**src/rtl/core/lcg_pkg.sv**
```systemverilog
// Package for the LCG random generator: request codes, generator constants,
// payload structs and the controller/datapath command and status structs.
// No dependencies.
`default_nettype none

package lcg_pkg;

    localparam int WordW = 32;

    localparam logic [1:0] REQ_RESEED = 2'd0;
    localparam logic [1:0] REQ_RAW    = 2'd1;
    localparam logic [1:0] REQ_RANGED = 2'd2;

    localparam logic [WordW-1:0] LCG_MUL     = 32'd1103515245;
    localparam logic [WordW-1:0] LCG_ADD     = 32'd12345;
    localparam logic [WordW-1:0] LCG_MODULUS = 32'd2147483647;
    localparam logic [WordW-1:0] WORD_RESET  = 32'd1;
    localparam logic [WordW-1:0] HALF_RANGE  = 32'h8000_0000;

    localparam int StepCount = WordW;
    localparam int StepW     = $clog2(StepCount);

    typedef struct packed {
        logic [1:0]              req_type;
        logic [WordW-1:0]        seed_value;
        logic signed [WordW-1:0] range_low;
        logic signed [WordW-1:0] range_high;
    } lcg_in_t;

    typedef struct packed {
        logic signed [WordW-1:0] random_value;
        logic                    range_error;
    } lcg_out_t;

    typedef struct packed {
        logic load;
        logic reseed;
        logic advance;
        logic reduce;
        logic div_step;
        logic finish;
    } lcg_cmd_t;

    typedef struct packed {
        logic raw;
        logic span_zero;
        logic div_last;
    } lcg_sts_t;

endpackage

`default_nettype wire

```
**src/rtl/core/lcg_ctrl.sv**
```systemverilog
// Controller state machine for the LCG random generator.
// Depends on lcg_pkg; drives the datapath through lcg_cmd_t.
`default_nettype none

module lcg_ctrl (
    input  wire logic              aclk,
    input  wire logic              aresetn,
    input  wire logic              s_valid,
    input  wire logic [1:0]        s_req,
    output logic                   s_ready,
    output logic                   m_valid,
    input  wire logic              m_ready,
    input  wire lcg_pkg::lcg_sts_t sts,
    output lcg_pkg::lcg_cmd_t      cmd
);
    import lcg_pkg::*;

    localparam logic [2:0] ST_IDLE = 3'd0;
    localparam logic [2:0] ST_ADV  = 3'd1;
    localparam logic [2:0] ST_RED  = 3'd2;
    localparam logic [2:0] ST_DIV  = 3'd3;
    localparam logic [2:0] ST_FIN  = 3'd4;

    logic [2:0] state_reg, state_next;
    logic       m_valid_reg, m_valid_next;

    assign s_ready = (state_reg == ST_IDLE);
    assign m_valid = m_valid_reg;

    always_comb begin
        state_next   = state_reg;
        m_valid_next = m_valid_reg && !m_ready;
        cmd          = '0;
        case (state_reg)
            ST_IDLE: begin
                if (s_valid) begin
                    case (s_req)
                        REQ_RESEED: cmd.reseed = 1'b1;
                        REQ_RAW, REQ_RANGED: begin
                            cmd.load   = 1'b1;
                            state_next = ST_ADV;
                        end
                        default: ;
                    endcase
                end
            end
            ST_ADV: begin
                cmd.advance = 1'b1;
                state_next  = ST_RED;
            end
            ST_RED: begin
                cmd.reduce = 1'b1;
                state_next = (sts.raw || sts.span_zero) ? ST_FIN : ST_DIV;
            end
            ST_DIV: begin
                cmd.div_step = 1'b1;
                if (sts.div_last) begin
                    state_next = ST_FIN;
                end
            end
            ST_FIN: begin
                if (!m_valid_reg || m_ready) begin
                    cmd.finish   = 1'b1;
                    m_valid_next = 1'b1;
                    state_next   = ST_IDLE;
                end
            end
            default: state_next = ST_IDLE;
        endcase
    end

    always_ff @(posedge aclk) begin
        if (!aresetn) begin
            state_reg   <= ST_IDLE;
            m_valid_reg <= 1'b0;
        end else begin
            state_reg   <= state_next;
            m_valid_reg <= m_valid_next;
        end
    end

endmodule

`default_nettype wire

```
**src/rtl/core/lcg_dp.sv**
```systemverilog
// Datapath for the LCG random generator: generator word, multiplier,
// Mersenne reduction, radix-2 restoring remainder unit and result register.
// Depends on lcg_pkg; driven by lcg_ctrl through lcg_cmd_t.
`default_nettype none

module lcg_dp (
    input  wire logic              aclk,
    input  wire logic              aresetn,
    input  wire lcg_pkg::lcg_in_t  s_data,
    input  wire lcg_pkg::lcg_cmd_t cmd,
    output lcg_pkg::lcg_sts_t      sts,
    output lcg_pkg::lcg_out_t      m_data
);
    import lcg_pkg::*;

    lcg_in_t          item_reg;
    lcg_out_t         out_reg;
    logic [WordW-1:0] word_reg;
    logic [WordW-1:0] value_reg;
    logic [WordW-1:0] dvd_reg;
    logic [WordW-1:0] rem_reg;
    logic [WordW-1:0] mag_reg;
    logic [StepW-1:0] cnt_reg;

    logic [WordW-1:0] span;
    logic [WordW-1:0] mag;
    logic [WordW-1:0] fold;
    logic [WordW-1:0] reduced;
    logic [WordW-1:0] trial;
    logic [WordW-1:0] ranged;

    // span = high - low + 1, wrapping; magnitude of the signed span
    assign span = WordW'(item_reg.range_high) - WordW'(item_reg.range_low) + WordW'(1);
    assign mag  = span[WordW-1] ? ((span == HALF_RANGE) ? HALF_RANGE : (~span + WordW'(1)))
                                : span;

    // x mod (2^31 - 1): fold the top bit back in, then one correction
    assign fold    = {1'b0, word_reg[WordW-2:0]} + WordW'(word_reg[WordW-1]);
    assign reduced = (fold >= LCG_MODULUS) ? (fold - LCG_MODULUS) : fold;

    assign trial  = {rem_reg[WordW-2:0], dvd_reg[WordW-1]};
    assign ranged = rem_reg + WordW'(item_reg.range_low);

    assign sts.raw       = (item_reg.req_type == REQ_RAW);
    assign sts.span_zero = (span == '0);
    assign sts.div_last  = (cnt_reg == StepW'(StepCount - 1));

    assign m_data = out_reg;

    always_ff @(posedge aclk) begin
        if (!aresetn) begin
            word_reg <= WORD_RESET;
        end else if (cmd.reseed) begin
            word_reg <= s_data.seed_value;
        end else if (cmd.advance) begin
            word_reg <= word_reg * LCG_MUL + LCG_ADD;
        end
    end

    always_ff @(posedge aclk) begin
        if (cmd.load) begin
            item_reg <= s_data;
        end
        if (cmd.reduce) begin
            value_reg <= reduced;
            dvd_reg   <= reduced;
            rem_reg   <= '0;
            mag_reg   <= mag;
            cnt_reg   <= '0;
        end else if (cmd.div_step) begin
            rem_reg <= (trial >= mag_reg) ? (trial - mag_reg) : trial;
            dvd_reg <= {dvd_reg[WordW-2:0], 1'b0};
            cnt_reg <= cnt_reg + StepW'(1);
        end
        if (cmd.finish) begin
            if (sts.raw) begin
                out_reg.random_value <= value_reg;
                out_reg.range_error  <= 1'b0;
            end else if (sts.span_zero) begin
                out_reg.random_value <= '0;
                out_reg.range_error  <= 1'b1;
            end else begin
                out_reg.random_value <= ranged;
                out_reg.range_error  <= 1'b0;
            end
        end
    end

endmodule

`default_nettype wire

```
**src/rtl/core/lcg_random_with_range.sv**
```systemverilog
// Top level of the LCG random generator with ranged draws.
// Depends on lcg_pkg, lcg_ctrl and lcg_dp.
//
// Input channel s_*: one request per transfer. Reseed loads the generator
// word in the transfer cycle and gives no result; code 3 is dropped.
// Raw and ranged draws advance the word (word * 1103515245 + 12345) and
// give one result on m_*.
// After the input transfer a draw passes the advance, reduce and finish
// steps; a ranged draw with a nonzero span also passes the 32-step
// restoring remainder unit (one quotient bit per cycle) before finishing.
// One draw in flight; s_ready is high only while idle, so the next draw is
// taken only after the last one has finished.
// Reset (aresetn low, synchronous) sets the generator word to 1 and
// empties the result register.
// Stalls: the result register holds while m_ready is low; a finished draw
// waits in its last step until the register frees, and the input side
// takes reseeds and the next draw while a result waits, but not while a draw waits in its last step.
`default_nettype none

module lcg_random_with_range (
    input  wire logic             aclk,
    input  wire logic             aresetn,
    input  wire logic             s_valid,
    output logic                  s_ready,
    input  wire lcg_pkg::lcg_in_t s_data,
    output logic                  m_valid,
    input  wire logic             m_ready,
    output lcg_pkg::lcg_out_t     m_data
);
    import lcg_pkg::*;

    lcg_cmd_t cmd;
    lcg_sts_t sts;

    lcg_ctrl u_ctrl (
        .aclk    (aclk),
        .aresetn (aresetn),
        .s_valid (s_valid),
        .s_req   (s_data.req_type),
        .s_ready (s_ready),
        .m_valid (m_valid),
        .m_ready (m_ready),
        .sts     (sts),
        .cmd     (cmd)
    );

    lcg_dp u_dp (
        .aclk    (aclk),
        .aresetn (aresetn),
        .s_data  (s_data),
        .cmd     (cmd),
        .sts     (sts),
        .m_data  (m_data)
    );

    a_draw_busy: assert property (@(posedge aclk) disable iff (!aresetn)
        s_valid && s_ready && (s_data.req_type == REQ_RAW || s_data.req_type == REQ_RANGED)
        |=> !s_ready)
        else $error("draw transfer did not make the block busy");

    a_reseed_idle: assert property (@(posedge aclk) disable iff (!aresetn)
        s_valid && s_ready && s_data.req_type == REQ_RESEED |=> s_ready)
        else $error("reseed transfer left the block busy");

    a_valid_from_finish: assert property (@(posedge aclk) disable iff (!aresetn)
        $rose(m_valid) |-> $past(cmd.finish))
        else $error("result appeared without a finish step");

    a_finish_busy: assert property (@(posedge aclk) disable iff (!aresetn)
        cmd.finish |-> !s_ready)
        else $error("finish step while idle");

endmodule

`default_nettype wire

```
**config.mk**
```make
export PLATFORM = sky130hd
export DESIGN_NAME = lcg_random_with_range
export DESIGN_NICKNAME = d
export VERILOG_FILES = /design/src/rtl/core/lcg_pkg.sv /design/src/rtl/core/lcg_ctrl.sv /design/src/rtl/core/lcg_dp.sv /design/src/rtl/core/lcg_random_with_range.sv
export SDC_FILE = /design/constraint.sdc
export NUM_CORES = 1
export LEC_CHECK = 0
export ABC_AREA = 0
export BUFFER_PORTS_ARGS = -buffer_cell sky130_fd_sc_hd__buf_2
export CORE_MARGIN = 1.5
export CORE_UTILIZATION = 55
export CTS_BUF_LIST = sky130_fd_sc_hd__clkbuf_16
export CTS_CLUSTER_DIAMETER = 80
export DETAILED_ROUTE_END_ITERATION = 10
export HOLD_SLACK_MARGIN = 0.08
export PLACE_DENSITY = 0.73
export SETUP_SLACK_MARGIN = 0.05
export SYNTH_ARGS = -nofsm -noshare
export SYNTH_HDL_FRONTEND = slang
export SYNTH_SLANG_ARGS = --single-unit
```
**constraint.sdc**
```tcl
create_clock -name aclk -period 8.2 [get_ports aclk]
set_clock_uncertainty 0.2 [all_clocks]
set_input_delay 1.64 -clock aclk [delete_from_list [all_inputs] [get_ports aclk]]
set_output_delay 1.64 -clock aclk [all_outputs]
set_load 0.05 [all_outputs]
```
# --- Word-level counts from Yosys, hierarchy flattened ---
# Index checks and enable logic that the tools add are counted.
word_totals:
  in_bits: 102
  word_cells: 79
  register_bits: 268
  output_inout_bits: 35
classes:
  reduce_logical: 12
  bitwise_logic: 1
  mul: 1
  n_lt_le_gt_ge: 2
  add_sub_neg: 9
  mux: 27
  n_eq_ne: 13
op_table:
  columns: ["operator", "count"]
  rows:
  - ["$mux W32", 7]
  - ["$mux W33", 2]
  - ["$sub A32 B32 Y32", 2]
  - ["$add A31 B1 Y32", 1]
  - ["$add A32 B1 Y32 const B", 1]
  - ["$add A32 B14 Y32 const B", 1]
  - ["$add A32 B2 Y32 const B", 1]
  - ["$add A32 B32 Y32", 1]
  - ["$eq A32 B32 Y1 const B", 1]
  - ["$ge A32 B31 Y1 const B", 1]
  - ["$ge A32 B32 Y1", 1]
  - ["$logic_not A32 Y1", 1]
  - ["$mul A32 B31 Y32 const B", 1]
  - ["$not A32 Y32", 1]
  - ["$sub A32 B31 Y32 const B", 1]
  - ["$mux W31", 1]
  - ["$mux W3", 5]
  - ["$pmux W3 S5", 1]
  - ["$mux W1", 9]
  - ["$eq A3 B2 Y1 const B", 2]
  - ["$add A5 B1 Y5 const B", 1]
  - ["$eq A5 B5 Y1 const B", 1]
  - ["$eq A2 B1 Y1 const B", 2]
  - ["$mux W2", 2]
  - ["13 further kinds", 18]

# --- Depth between registers and ports, before layout ---
logic_depth:
  depth_word: 6
  mapped_depth: 29
  ltp_nobuf: 29

# --- Modules after synthesis ---
# From an unflattened synthesis, not the netlist that was laid out.
hier_totals:
  cells_unflattened: 2811
  area_unflattened_um2: 26930.8
by_module_without_submodules:
  columns: ["mod", "seq_area_each_um2", "cells_each", "n_inst", "area_each_um2"]
  rows:
  - ["lcg_dp", 7236.9, 2775, 1, 26630.5]
  - ["lcg_ctrl", 80.1, 36, 1, 300.3]

# --- Least setup slack after synthesis ---
# No wires, ideal clock.
synth_timing:
  path_kind: "reg2reg"
  start: "register u_dp.word_reg[7]"
  end: "register u_dp.word_reg[30]"
  synth_period_minus_slack_ns: 6.900
  required_ns: 7.878
  arrival_time_ns: 6.578
  n_path_buf: 0
  path_stages_with_launch: 24
  setup_slack_ns: 1.300
  setup_time_ns: 0.122
  path_cell_list: "dfxtp_1 -> ha_1 -> fa_1 -> inv_1 -> fa_1 -> fa_1 -> inv_1 -> ha_1 -> inv_1 -> fa_1 -> inv_1 -> fa_1 -> inv_1 -> fa_1 -> inv_1 -> ha_1 -> a21oi_1 -> o21ai_0 -> a41oi_1 -> o21ai_0 -> a221o_1 -> a31o_2 -> a21o_1 -> a221o_1"
synth_via:
  elab_chain_cells: 4
synth_lines:
  columns: ["item", "line", "rtl"]
  rows:
  - ["start, declared", "lcg_dp.sv:18", "logic [WordW-1:0] word_reg;"]
  - ["start signal, assigned", "lcg_dp.sv:54", "word_reg <= s_data.seed_value;"]
  - ["start signal, assigned", "lcg_dp.sv:56", "word_reg <= word_reg * LCG_MUL + LCG_ADD;"]
  - ["$mul A32 B31 Y32", "lcg_dp.sv:56", null]
  - ["$add A32 B14 Y32", "lcg_dp.sv:56", null]
  - ["$mux W32", "lcg_dp.sv:55", "end else if (cmd.advance) begin"]
  - ["$mux W32", "lcg_dp.sv:53", "end else if (cmd.reseed) begin"]
# No other way between the ends. The select of a mux whose other input is x is not followed.
# A chain may end at the register's enable or synchronous reset.

# --- Worst setup path in the final report ---
layout_timing:
  start: "register u_dp.word_reg[7]"
  end: "register u_dp.word_reg[31]"
# Same word-level chain as after synthesis.

==> flow_summary_export.csv <==
group,metric,value,unit
min_path,holdCritPathClass,"reg -> reg",
sta,slew_headroom,0.208,
cts,clock_latency,540,ps
logic_synthesis,synth_cell_types,83,
setup_path,crit_start,"u_dp.word_reg[7]",
routing,first_iter_violations,1540,
logic_synthesis,synth.top_cell.area_share,0.223,
routing,drc,0,
floorplanning,die_h,222,um
cts,clock-root-buffer,"clkbuf_16",
finish,area_growth,9.34,%
sta,fmax,132,MHz
cts,numClockSinks,268,
floorplanning,io_pins,137,
sta,min_period,7570,ps
floorplanning,die_area,0.0491,mm2
routing,vias_per_cell,5.78,
finish,drive_gt1_frac,0.0917,
floorplanning,coreArea,0.0469,mm2
cts,cts.path.max_buffers,3,
min_path,min-delay-start,"u_dp.cnt_reg[4]",
setup_path,ff2ff_path_depth,25,
global_route,use_met2,0.433,
cts,cts_buffers,34,
placed_design,hpwl,59.8,mm
logic_synthesis,async_flop_share,0,
global_route,track_usage,0.295,
sta,hold_violations,0,
setup_path,cp_max_fo,10,
cts,postCtsSetupRepairBufs,0,
routing,drt-total-wl,71.8,mm
sta,rsz0062_at_grt,"no",
routing,avgRoutedWirePerCell,20.5,um
logic_synthesis,synth_edf_count,195,
logic_synthesis,yosys_register_bits,268,
min_path,whs_path_depth,2,
global_route,gr-total-overflow,0,
finish,largest_reg_flops,66,
cts,cts_resized,0,
logic_synthesis,synth_fp_nets,3367,
sta,setup_violations,0,
cts,clk_pin_slew,60,ps
logic_synthesis,synth.most_common_cell,"inv_1",
global_route,gr-max-usage-layer,"met2",
placed_design,post_dp_cell_area,0.0276,mm2
global_route,grt_pass1_vias,19900,
sta,min_period_over_period,0.924,
logic_synthesis,synth_common_cells,"inv_1, ha_1, nand2_1",
sta,worst_pin_slew,1190,ps
routing,num_vias,20200,
sta,drv_slew,0,
setup_path,worstReg2RegStart,"u_dp.word_reg[7]",
setup_path,cp_data_required_time,8390,ps
logic_synthesis,syn_area,0.0263,mm2
global_route,grt_first_pass_wirelength,112,mm
setup_path,criticalPathCategory,"reg -> reg",
sta,setup_tns,0,ps
setup_path,arrival,7770,ps
cts,cts_tree,"built",
finish,fin_nets,3492,
routing,drt_first_pass_iters,8,
global_route,antenna_found_initial,2,
setup_path,end_kind,"register",
floorplanning,die_w,222,um
outcome,outcome,"complete, no violations",
placed_design,gp_congestion,1.00,
logic_synthesis,synth-main-ff-cell,"edfxtp_1",
cts,htree_levels,2,
finish,n_fill_cell,4035,
run,maxCapViolCount,0,
global_route,grt_max_degree,91,
setup_path,cp-start-kind,"register",
logic_synthesis,ys.warnings.count,0,
logic_synthesis,synth_area_leader_cell,"edfxtp_1",
floorplanning,rows,79,
global_route,grtUsageMet1,0.427,
routing,postRouteAntennaNets,0,
logic_synthesis,synthCells,2738,
global_route,gr-usage-met3,0.0800,
logic_synthesis,ys_seq_area_frac,0.279,
finish,design_area,0.0287,mm2
placed_design,io_buffers,136,
logic_synthesis,yosys-top-cells-area,"edfxtp_1, ha_1, fa_1, inv_1, dfxtp_1",
floorplanning,start_util,0.561,
cts,holdBufCountCts,0,
logic_synthesis,syn_area_per_cell,9.59,um2
==> critical path: stages, from the launching register on <==
cell and delay, ps:
dfxtp_1 620, ha_1 370, xor2_1 200, ha_1 210, a21oi_1 290, fa_1 540
fa_1 560, inv_1 50, fa_1 500, inv_1 50, fa_1 480, inv_1 70
fa_1 540, inv_1 60, fa_1 530, inv_1 40, ha_1 370, a211oi_1 110
a31o_2 240, o31a_1 140, o31ai_1 390, o21a_1 190, nor3_1 60, o31ai_1 310
mux2i_1 220, o22ai_1 90
==> metal layers <==
metal / up-vias / part of all wire
met1: 9818 / 0.46
met3: 89 / 0.090
met4: 0 / 0.025
met5: - / 0
met2: 715 / 0.43
li1: 9600 / -
==> cells by family (layout without fill, tap and decap cells) <==
group           after synthesis  count (layout)  share of synthesized area
compound gates              515             515                      0.129
xor+xnor                    218             218                     0.0727
fa+ha+maj                   527             527                      0.304
buf+inv                     555             706                     0.0803
flops                       268             268                      0.279
mux                          54              54                     0.0220
other cells                   0               1                          0
simple gates                601             601                      0.113
==> through the flow <==
step,cells,setup WS [ps],hold WS (ps),utilization
floorplan,2738,1300,222,-
global placement,3434,816,230,0.589
detailed placement,3434,712,243,0.589
CTS,3496,671,250,0.613
global route,3496,270,264,0.613
finish,3497,625,252,0.613
==> placed cells by master, fill, tap and decap left out, types with 27 or more instances in the layout <==
master       n
inv_1      494
edfxtp_1   195
nand2_1    205
fa_1       187
mux2i_1     30
nand3_1     46
xnor2_1    140
a21o_1      66
ha_1       340
xor2_1      78
nand2b_1    27
dfxtp_1     73
o21ai_0    104
nor2_1     122
buf_2      136
o31ai_1     42
nor3_1      36
clkbuf_16   35
a21oi_1    134
==> final cells by class <==
class	instances	area, um2	share of cell area
Multi-Input combinational cell	1915	16900	0.588
Inverter	489	1840	0.0640
Tap cell	607	759	0.0264
Timing Repair Buffer	155	823	0.0287
Sequential cell	268	7320	0.255
Clock inverter	27	228	0.00793
Antenna cell	1	2.50	0.0000871
Clock buffer	35	876	0.0305
==> final timing paths <==
kind	end	slack, ps
hold reg to reg	u_dp.cnt_reg[4]	250
setup reg to reg	u_dp.word_reg[31]	630
setup / recovery	u_dp.word_reg[31]	630
hold / removal	u_dp.cnt_reg[4]	250
Power is left out: the tool's default activity adds up to more than one toggle a clock period on the data nets, which glitch-free logic cannot reach.
